### src/ccbs_pkg.sv
package ccbs_pkg;

    localparam int unsigned TIME_WIDTH_DEF = 32;
    localparam int unsigned NOW_W          = 32;
    localparam int unsigned TMO_W          = 16;
    localparam int unsigned REC_W          = 4;
    localparam int unsigned CFG_IDX_W      = 3;

    // configuration register indexes
    localparam logic [CFG_IDX_W-1:0] CFG_DETECT_TMO = 3'd0;
    localparam logic [CFG_IDX_W-1:0] CFG_LOCK_TMO   = 3'd1;
    localparam logic [CFG_IDX_W-1:0] CFG_RETRY_WAIT = 3'd2;
    localparam logic [CFG_IDX_W-1:0] CFG_FATAL_HOLD = 3'd3;
    localparam logic [CFG_IDX_W-1:0] CFG_MAX_RECOV  = 3'd4;

    localparam logic [TMO_W-1:0] DETECT_TMO_RST = 16'd2000;
    localparam logic [TMO_W-1:0] LOCK_TMO_RST   = 16'd2000;
    localparam logic [TMO_W-1:0] RETRY_WAIT_RST = 16'd1000;
    localparam logic [TMO_W-1:0] FATAL_HOLD_RST = 16'd2000;
    localparam logic [REC_W-1:0] MAX_RECOV_RST  = 4'd3;

    // reported sequencer state codes
    localparam logic [2:0] SEQ_INIT     = 3'd0;
    localparam logic [2:0] SEQ_RESET    = 3'd1;
    localparam logic [2:0] SEQ_SYSCLK   = 3'd2;
    localparam logic [2:0] SEQ_WAITLOCK = 3'd3;
    localparam logic [2:0] SEQ_SETUP    = 3'd4;
    localparam logic [2:0] SEQ_RUN      = 3'd5;
    localparam logic [2:0] SEQ_ERROR    = 3'd6;
    localparam logic [2:0] SEQ_FATAL    = 3'd7;

    // error causes
    localparam logic [2:0] CAUSE_NONE     = 3'd0;
    localparam logic [2:0] CAUSE_PIN_TEST = 3'd1;
    localparam logic [2:0] CAUSE_NOTFOUND = 3'd2;
    localparam logic [2:0] CAUSE_LOCK_TMO = 3'd3;
    localparam logic [2:0] CAUSE_UNLOCKED = 3'd4;
    localparam logic [2:0] CAUSE_FATAL    = 3'd5;

    // device presence
    localparam logic [1:0] PRES_ABSENT = 2'd0;
    localparam logic [1:0] PRES_NORMAL = 2'd1;
    localparam logic [1:0] PRES_FAILED = 2'd2;

    typedef struct packed {
        logic [TMO_W-1:0] detect_timeout_ms;
        logic [TMO_W-1:0] lock_timeout_ms;
        logic [TMO_W-1:0] retry_wait_ms;
        logic [TMO_W-1:0] fatal_hold_ms;
        logic [REC_W-1:0] max_recoveries;
    } t_cfg;

    typedef struct packed {
        logic [NOW_W-1:0] now_ms;
        logic             run_enable;
        logic             power_enable;
        logic             pin_test_ok;
        logic             device_found;
        logic             soft_reset_ok;
        logic             sysclk_config_ok;
        logic             lock_seen;
        logic             stable_seen;
        logic             setup_ok;
        logic             sysclk_read_ok;
        logic             status_read_ok;
    } t_poll;

    typedef struct packed {
        logic [2:0]       seq_state;
        logic [REC_W-1:0] retry_count;
        logic [1:0]       presence;
        logic [2:0]       error_cause;
        logic             entered_error;
        logic             entered_run;
        logic             reset_requested;
    } t_result;

endpackage

### src/clock_chip_bringup_sequencer.sv
// Bring-up and supervision sequencer for an external clock synthesiser. Each
// poll transaction carries a millisecond timestamp, the enables and the
// pass/fail flags of the helper operations of one run-loop pass; the block
// answers each with one result transaction (state, retry count, presence,
// error cause and entry pulses). One poll is taken every clock cycle while
// o_in_stall is low; a poll lands in the input register, and the state
// update in ccbs_fsm then loads its result into the result register once
// that register is free. Every pass reads back the state that ccbs_fsm
// registered on the pass before.
// Timeouts count from the last state change, modulo 2^TIME_WIDTH. The
// configuration port is always ready; write it only while no poll is in
// flight. Input stall rises only when the input register is full and the
// result register is held by a downstream stall.
module clock_chip_bringup_sequencer
    import ccbs_pkg::*;
#(
    parameter int unsigned TIME_WIDTH = TIME_WIDTH_DEF
) (
    input  logic                 i_clk,
    input  logic                 i_rst_n,

    // poll channel
    input  logic                 i_in_valid,
    output logic                 o_in_stall,
    input  logic [NOW_W-1:0]     i_now_ms,
    input  logic                 i_run_enable,
    input  logic                 i_power_enable,
    input  logic                 i_pin_test_ok,
    input  logic                 i_device_found,
    input  logic                 i_soft_reset_ok,
    input  logic                 i_sysclk_config_ok,
    input  logic                 i_lock_seen,
    input  logic                 i_stable_seen,
    input  logic                 i_setup_ok,
    input  logic                 i_sysclk_read_ok,
    input  logic                 i_status_read_ok,

    // result channel
    output logic                 o_out_valid,
    input  logic                 i_out_stall,
    output logic [2:0]           o_seq_state,
    output logic [REC_W-1:0]     o_retry_count,
    output logic [1:0]           o_presence,
    output logic [2:0]           o_error_cause,
    output logic                 o_entered_error,
    output logic                 o_entered_run,
    output logic                 o_reset_requested,

    // configuration write channel
    input  logic                 i_cfg_valid,
    output logic                 o_cfg_ready,
    input  logic [CFG_IDX_W-1:0] i_cfg_index,
    input  logic [TMO_W-1:0]     i_cfg_data
);

    t_cfg    cfg;
    t_poll   poll_in;
    t_result res;

    logic    r_in_valid;
    t_poll   r_in;
    logic    r_out_valid;
    t_result r_out;

    logic    out_free;   // result register empty or being drained
    logic    fire;       // input register holds a poll and the result slot is free
    logic    in_take;

    assign o_cfg_ready = 1'b1;

    ccbs_cfg_regs u_cfg (
        .i_clk   (i_clk),
        .i_rst_n (i_rst_n),
        .i_wr    (i_cfg_valid && o_cfg_ready),
        .i_idx   (i_cfg_index),
        .i_data  (i_cfg_data),
        .o_cfg   (cfg)
    );

    always_comb begin
        poll_in.now_ms           = i_now_ms;
        poll_in.run_enable       = i_run_enable;
        poll_in.power_enable     = i_power_enable;
        poll_in.pin_test_ok      = i_pin_test_ok;
        poll_in.device_found     = i_device_found;
        poll_in.soft_reset_ok    = i_soft_reset_ok;
        poll_in.sysclk_config_ok = i_sysclk_config_ok;
        poll_in.lock_seen        = i_lock_seen;
        poll_in.stable_seen      = i_stable_seen;
        poll_in.setup_ok         = i_setup_ok;
        poll_in.sysclk_read_ok   = i_sysclk_read_ok;
        poll_in.status_read_ok   = i_status_read_ok;
    end

    assign out_free   = !r_out_valid || !i_out_stall;
    assign fire       = r_in_valid && out_free;
    assign o_in_stall = r_in_valid && !out_free;
    assign in_take    = i_in_valid && !o_in_stall;

    // input register
    always_ff @(posedge i_clk) begin
        if (!i_rst_n) begin
            r_in_valid <= 1'b0;
        end else if (in_take) begin
            r_in_valid <= 1'b1;
        end else if (fire) begin
            r_in_valid <= 1'b0;
        end
    end

    always_ff @(posedge i_clk) begin
        if (in_take) begin
            r_in <= poll_in;
        end
    end

    ccbs_fsm #(
        .TIME_WIDTH (TIME_WIDTH)
    ) u_fsm (
        .i_clk   (i_clk),
        .i_rst_n (i_rst_n),
        .i_fire  (fire),
        .i_poll  (r_in),
        .i_cfg   (cfg),
        .o_res   (res)
    );

    // result register
    always_ff @(posedge i_clk) begin
        if (!i_rst_n) begin
            r_out_valid <= 1'b0;
        end else if (fire) begin
            r_out_valid <= 1'b1;
        end else if (!i_out_stall) begin
            r_out_valid <= 1'b0;
        end
    end

    always_ff @(posedge i_clk) begin
        if (fire) begin
            r_out <= res;
        end
    end

    assign o_out_valid       = r_out_valid;
    assign o_seq_state       = r_out.seq_state;
    assign o_retry_count     = r_out.retry_count;
    assign o_presence        = r_out.presence;
    assign o_error_cause     = r_out.error_cause;
    assign o_entered_error   = r_out.entered_error;
    assign o_entered_run     = r_out.entered_run;
    assign o_reset_requested = r_out.reset_requested;

endmodule

### src/ccbs_cfg_regs.sv
module ccbs_cfg_regs
    import ccbs_pkg::*;
(
    input  logic                 i_clk,
    input  logic                 i_rst_n,
    input  logic                 i_wr,
    input  logic [CFG_IDX_W-1:0] i_idx,
    input  logic [TMO_W-1:0]     i_data,
    output t_cfg                 o_cfg
);

    t_cfg r_cfg;

    always_ff @(posedge i_clk) begin
        if (!i_rst_n) begin
            r_cfg.detect_timeout_ms <= DETECT_TMO_RST;
            r_cfg.lock_timeout_ms   <= LOCK_TMO_RST;
            r_cfg.retry_wait_ms     <= RETRY_WAIT_RST;
            r_cfg.fatal_hold_ms     <= FATAL_HOLD_RST;
            r_cfg.max_recoveries    <= MAX_RECOV_RST;
        end else if (i_wr) begin
            unique case (i_idx)
                CFG_DETECT_TMO: r_cfg.detect_timeout_ms <= i_data;
                CFG_LOCK_TMO:   r_cfg.lock_timeout_ms   <= i_data;
                CFG_RETRY_WAIT: r_cfg.retry_wait_ms     <= i_data;
                CFG_FATAL_HOLD: r_cfg.fatal_hold_ms     <= i_data;
                CFG_MAX_RECOV:  r_cfg.max_recoveries    <= i_data[REC_W-1:0];
                default: ; // unmapped index, ignored
            endcase
        end
    end

    assign o_cfg = r_cfg;

endmodule

### src/ccbs_fsm.sv
module ccbs_fsm
    import ccbs_pkg::*;
#(
    parameter int unsigned TIME_WIDTH = TIME_WIDTH_DEF
) (
    input  logic    i_clk,
    input  logic    i_rst_n,
    input  logic    i_fire,
    input  t_poll   i_poll,
    input  t_cfg    i_cfg,
    output t_result o_res
);

    typedef enum logic [2:0] {
        ST_INIT     = SEQ_INIT,
        ST_RESET    = SEQ_RESET,
        ST_SYSCLK   = SEQ_SYSCLK,
        ST_WAITLOCK = SEQ_WAITLOCK,
        ST_SETUP    = SEQ_SETUP,
        ST_RUN      = SEQ_RUN,
        ST_ERROR    = SEQ_ERROR,
        ST_FATAL    = SEQ_FATAL
    } t_state;

    localparam logic [REC_W-1:0] REC_SAT = '1;

    t_state                r_state,  n_state;
    logic [TIME_WIDTH-1:0] r_start;
    logic [REC_W-1:0]      r_rec,    n_rec;
    logic                  r_locked, n_locked;
    logic                  r_stable, n_stable;
    logic [1:0]            r_pres,   n_pres;

    logic [TIME_WIDTH-1:0] now_t;
    logic [TIME_WIDTH-1:0] elapsed;
    logic [2:0]            cause;
    logic                  rst_req;
    logic                  changed;

    assign now_t   = TIME_WIDTH'(i_poll.now_ms);
    assign elapsed = now_t - r_start;

    always_comb begin
        n_state  = r_state;
        n_rec    = r_rec;
        n_locked = r_locked;
        n_stable = r_stable;
        n_pres   = r_pres;
        cause    = CAUSE_NONE;
        rst_req  = 1'b0;

        unique case (r_state)
            ST_INIT: begin
                if (i_poll.run_enable && i_poll.power_enable) begin
                    if (i_poll.pin_test_ok) begin
                        n_state = ST_RESET;
                    end else begin
                        n_state = ST_ERROR;
                        cause   = CAUSE_PIN_TEST;
                    end
                end
            end
            ST_RESET: begin
                rst_req = 1'b1;
                n_pres  = i_poll.device_found ? PRES_NORMAL : PRES_ABSENT;
                if (i_poll.device_found) begin
                    n_state = i_poll.soft_reset_ok ? ST_SYSCLK : ST_ERROR;
                end else if (elapsed > TIME_WIDTH'(i_cfg.detect_timeout_ms)) begin
                    n_state = ST_ERROR;
                    cause   = CAUSE_NOTFOUND;
                end
            end
            ST_SYSCLK: begin
                n_state = i_poll.sysclk_config_ok ? ST_WAITLOCK : ST_ERROR;
            end
            ST_WAITLOCK: begin
                // timeout wins over lock seen in the same pass
                if (elapsed > TIME_WIDTH'(i_cfg.lock_timeout_ms)) begin
                    n_state = ST_ERROR;
                    cause   = CAUSE_LOCK_TMO;
                end else if (r_locked && r_stable) begin
                    n_state = ST_SETUP;
                end
            end
            ST_SETUP: begin
                n_state = i_poll.setup_ok ? ST_RUN : ST_ERROR;
            end
            ST_RUN: begin
                if (!r_locked) begin
                    n_state = ST_ERROR;
                    cause   = CAUSE_UNLOCKED;
                end else begin
                    n_rec = '0;
                end
            end
            ST_ERROR: begin
                if (r_rec > i_cfg.max_recoveries) begin
                    n_state = ST_FATAL;
                    cause   = CAUSE_FATAL;
                end else if (elapsed > TIME_WIDTH'(i_cfg.retry_wait_ms)) begin
                    if (r_rec != REC_SAT) begin
                        n_rec = r_rec + 1'b1;
                    end
                    n_state = ST_INIT;
                end
            end
            ST_FATAL: begin
                n_pres = PRES_FAILED;
                if (elapsed > TIME_WIDTH'(i_cfg.fatal_hold_ms)) begin
                    n_rec   = '0;
                    n_state = ST_INIT;
                end
            end
            default: ;
        endcase

        // end-of-pass status reads in the active clock states
        if (n_state == ST_SYSCLK || n_state == ST_WAITLOCK ||
            n_state == ST_SETUP || n_state == ST_RUN) begin
            if (i_poll.sysclk_read_ok) begin
                n_locked = i_poll.lock_seen;
                n_stable = i_poll.stable_seen;
            end else begin
                n_state = ST_ERROR;
            end
        end
        if (n_state == ST_RUN && !i_poll.status_read_ok) begin
            n_state = ST_ERROR;
        end
    end

    assign changed = (n_state != r_state);

    always_ff @(posedge i_clk) begin
        if (!i_rst_n) begin
            r_state  <= ST_INIT;
            r_start  <= '0;
            r_rec    <= '0;
            r_locked <= 1'b0;
            r_stable <= 1'b0;
            r_pres   <= PRES_ABSENT;
        end else if (i_fire) begin
            r_state  <= n_state;
            r_rec    <= n_rec;
            r_locked <= n_locked;
            r_stable <= n_stable;
            r_pres   <= n_pres;
            if (changed) begin
                r_start <= now_t;
            end
        end
    end

    always_comb begin
        o_res.seq_state       = n_state;
        o_res.retry_count     = n_rec;
        o_res.presence        = n_pres;
        o_res.error_cause     = cause;
        o_res.entered_error   = changed && (r_state != ST_RESET) && (n_state == ST_ERROR);
        o_res.entered_run     = changed && (r_state != ST_RESET) && (n_state == ST_RUN);
        o_res.reset_requested = rst_req;
    end

endmodule

### config.mk
export PLATFORM = sky130hd
export DESIGN_NAME = clock_chip_bringup_sequencer
export DESIGN_NICKNAME = d
export VERILOG_FILES = /design/src/ccbs_pkg.sv /design/src/clock_chip_bringup_sequencer.sv /design/src/ccbs_cfg_regs.sv /design/src/ccbs_fsm.sv
export SDC_FILE = /design/constraint.sdc
export NUM_CORES = 1
export LEC_CHECK = 0
export ABC_AREA = 1
export BUFFER_PORTS_ARGS = -buffer_cell sky130_fd_sc_hd__buf_2
export CORE_ASPECT_RATIO = 0.6
export CORE_UTILIZATION = 40
export CTS_CLUSTER_SIZE = 20
export DETAILED_ROUTE_END_ITERATION = 12
export GPL_TIMING_DRIVEN = 1
export PLACE_DENSITY = 0.59
export RECOVER_POWER = 50
export SYNTH_ARGS = -nofsm -noshare
export SYNTH_HDL_FRONTEND = slang
export SYNTH_SLANG_ARGS = --single-unit
export TNS_END_PERCENT = 5
### constraint.sdc
create_clock -name i_clk -period 3.88 [get_ports i_clk]
set_input_delay 0.776 -clock i_clk [delete_from_list [all_inputs] [get_ports i_clk]]
set_output_delay 0.776 -clock i_clk [all_outputs]
set_load 0.01 [all_outputs]
==> metrics.md <==
| Metric | Value |
|---|---|
| Cts bufs inserted | 17 |
| Final Util | 0.542 |
| Worst slew margin | 0.212 |
| R2R cell count | 27 |
| Max Cap Viol | 0 |
| Starting Density | 0.407 |
| Mapped Avg Cell Area | 7.07 um2 |
| 1st-iter DRT viols | 932 |
| # H-tree levels | 4 |
| Layout cells sized above 1 | 0.275 |
| Root Driver | clkbuf_16 |
| Critical path's slowest cell | edfxtp_1 |
| Die height | 132 um |
| Int Pwr | 4230 uW |
| Setup CP Type | register to register |
| Synthesized Nets | 1757 |
| Hold slack | 465 ps |
| Crit path DAT | 4970 ps |
| Fillers | 2584 |
| Most common cell after layout, fill and taps aside | nand2_1 |
| Pwr Density | 455 mW/mm2 |
| Synth top area cells | dfxtp_1, edfxtp_1, nand2_1 |
| DRC | 0 |
| First-pass GRT wire length | 51400 um |
| RePlAce Congestion | 0.945 |
| Clk pwr share | 0.242 |
| Fmax | 216 MHz |
| Worst vdd ir | 0.344 mV |
| First-pass iteration count of the detailed router | 6 |
| Most frequent cells in the layout | nand2_1, inv_1, buf_4, nor2_1, a21oi_1 |
| Gr ovfl total | 0 |
| Worst Tran Pin Value | 1170 ps |
| Via density | 4.92 |
| CTS Hold Bufs | 0 |
| CTS Buffer Depth | 2 |
| Final Skew | 14.1 ps |
| All-Layer GR Usage | 0.233 |
| WHS Endpoint | u_cfg.o_cfg[3]$_SDFFE_PN0P_ |
| NetSw | 2590 uW |
| Asr flop ratio synth | 0 |
| Post-route setup slack | -749 ps |
| Buffers on Ports | 83 |
| R2r startpoint | r_in[19]$_DFFE_PP_ |
| LEAKAGE | 0.00732 uW |
| Gate power share | 0.459 |
| Sequential element share of the synthesized area | 0.357 |
| Max FO, Critical Path | 7 |
| Crit-path max cell delay | 450 ps |
| TritonCTS clock tree | built |
| Final number of setup-violating endpoints | 50 |
| Die area | 0.0288 mm2 |
| Reg power frac | 0.299 |
| EDFF count, synth | 58 |
| Die width | 218 um |
| Largest net degree at the start of global routing | 44 |
| Crit. End Element | register |
| DP HPWL | 25500 um |
| Post-Syn Instances | 1589 |
| Area leader, netlist | dfxtp_1 |
| RSZ-0062 raised after global routing | true |
| CP delay by family, top | simple AND/OR/NAND/NOR gates |
| Cell depth of the worst hold path | 2 |
| Synth top area share | 0.201 |
| Unique masters post-synth | 43 |
| Final min period | 4630 ps |
| Critical Path Source Type | register |
| Hold Startpoint | u_cfg.o_cfg[3]$_SDFFE_PN0P_ |
| Synthesized area | 0.0112 mm2 |
| Final antenna-violating net count | 0 |
| Hold/Removal Path Class | register to register |
| Worst-skew pair later-pin latency | 460 ps |
| Number of diodes | 0 |
| Area growth syn-to-layout | 33.2% |
| Nets | 1993 |
| Ys flop type | dfxtp_1 |
| Final Slew Violations | 0 |
| Via count of the first global-routing pass | 9492 |
| Syn. warnings | 0 |
| Vias | 10800 |
| Flops & latches, synth | 171 |
| Site row count | 47 |
| Drt wl/cell | 15.9 um |
| Core Region | 0.0276 mm2 |
| Buf+Inv Stages, Crit Path | 5 |
| Outcome | finished with violations |
| Final hold violations | 0 |
| Final Cycle Share | 1.19 |
| Reg clk slew, reported paths | 70 ps |
| WL final | 35100 um |
| Reg2reg setup slack | -750 ps |
| R2R Path End | u_fsm.r_start[15]$_SDFFE_PN0P_ |
| # IOs | 85 |
| CTS Sinks | 171 |
| CP Data Required Time | 4220 ps |
| Sw Ratio | 0.380 |
| Failing checks | negative setup slack |
| Initial antenna violation count | 0 |
==> metrics by stage <==
| stage | setup WS (ps) | TNS, ps | cells | instance area, um2 | power, uW |
|---|---|---|---|---|---|
| 5_1_grt | -929 | -35590 | 2205 | 15000 | 7210 |
| 2_1_floorplan | -11.6 | -182 | 1589 | 11300 | 3490 |
| 3_3_place_gp | -770 | -29420 | 2132 | 13000 | 4350 |
| 6_report | -749 | -25460 | 2205 | 15000 | 6810 |
| 3_5_place_dp | -861 | -33270 | 2132 | 13000 | 4400 |
| 4_1_cts | -579 | -19160 | 2174 | 13900 | 6210 |
==> kinds of logic after synthesis <==
group | Yosys count | share of synthesized area
compound gates | 256 | 0.124
xor+xnor | 16 | 0.0125
fa+ha+maj | 101 | 0.113
buf+inv | 366 | 0.127
flops | 171 | 0.357
other cells | 1 | 0.000334
simple gates | 678 | 0.266
==> how the worst max path moves through the flow <==
stage                  startpoint                              to  slack, ps  cells after the start
6_report       r_in[19]$_DFFE_PP_  u_fsm.r_start[15]$_SDFFE_PN0P_       -750                     27
5_1_grt        r_in[13]$_DFFE_PP_  u_fsm.r_start[15]$_SDFFE_PN0P_       -930                     33
4_1_cts        r_in[13]$_DFFE_PP_  u_fsm.r_start[12]$_SDFFE_PN0P_       -580                     31
3_5_place_dp   r_in[11]$_DFFE_PP_  u_fsm.r_start[22]$_SDFFE_PN0P_       -860                     30
3_3_place_gp   r_in[11]$_DFFE_PP_  u_fsm.r_start[15]$_SDFFE_PN0P_       -770                     30
2_1_floorplan  r_in[11]$_DFFE_PP_  u_fsm.r_start[18]$_SDFFE_PN0P_        -10                     33
==> layout make-up <==
type                    instances  area (um2)  share of cell area
clock buffers                  23         489              0.0327
clock inverters                 9        60.1             0.00401
inverters                     330        1240              0.0830
multi-input cells            1053        6850               0.458
flip-flops and latches        171        4010               0.268
well taps                     367         459              0.0307
repair buffers                252        1850               0.124
==> Yosys cell counts, types with 2 or more instances <==
cell	n
nor2_1	135
nor3_1	10
a21oi_1	133
buf_2	4
o22ai_1	3
nand2_4	2
clkbuf_1	22
buf_6	6
o21ai_0	79
nand3_2	29
buf_1	3
nand4_1	18
o21a_1	3
nand2_1	391
nand3_1	63
nand2_2	13
inv_1	300
inv_2	27
o211ai_1	24
nor2_4	6
clkinv_1	2
a21oi_2	2
a211oi_1	6
dfxtp_1	113
nand3b_1	3
ha_1	100
nor2_2	5
xor2_1	15
edfxtp_1	58
==> routing by layer <==
metal,up-vias,track usage,part of all wire
li1,5509,-,-
met1,4998,0.373,0.53
met2,313,0.311,0.38
met3,18,0.0475,0.074
met4,0,0.0556,0.0086
met5,-,0,0
==> sequential cells by signal, summed over array words and instances (netlist names), 2 cells and up <==
register and count:
o_error_cause 3, o_presence 2, u_cfg.o_cfg 68, o_retry_count 4, u_fsm.r_start 32, u_fsm.r_rec 4, u_fsm.r_pres 2, u_fsm.r_state 3
o_seq_state 3, r_in 43
==> power groups by stage <==
stage | clock network [uW] | logic, uW | registers, uW
3_5_place_dp | 0 | 2330 | 2070
4_1_cts | 1680 | 2490 | 2030
5_1_grt | 1750 | 3410 | 2050
6_report | 1650 | 3130 | 2040
3_3_place_gp | 0 | 2290 | 2070
2_1_floorplan | 0 | 1430 | 2060
==> worst min-delay path, delay by kind of cell, from the launching register on <==
family                 cells  cell delay, ps
AO/OA/AOI/OAI              1              60
buffers and inverters      1              70
flip-flops                 1             300
==> what timing repair did <==
action / 4_1_cts / 5_1_grt
setup endpoints to repair: 51 / 50
setup buffers: 9 / 26
endpoints found under the hold margin: 0 / 0
gates resized for setup: 53 / 152
gates cloned: 1 / 9
pin swaps: 17 / 82
(Power assumes the default switching activity.)
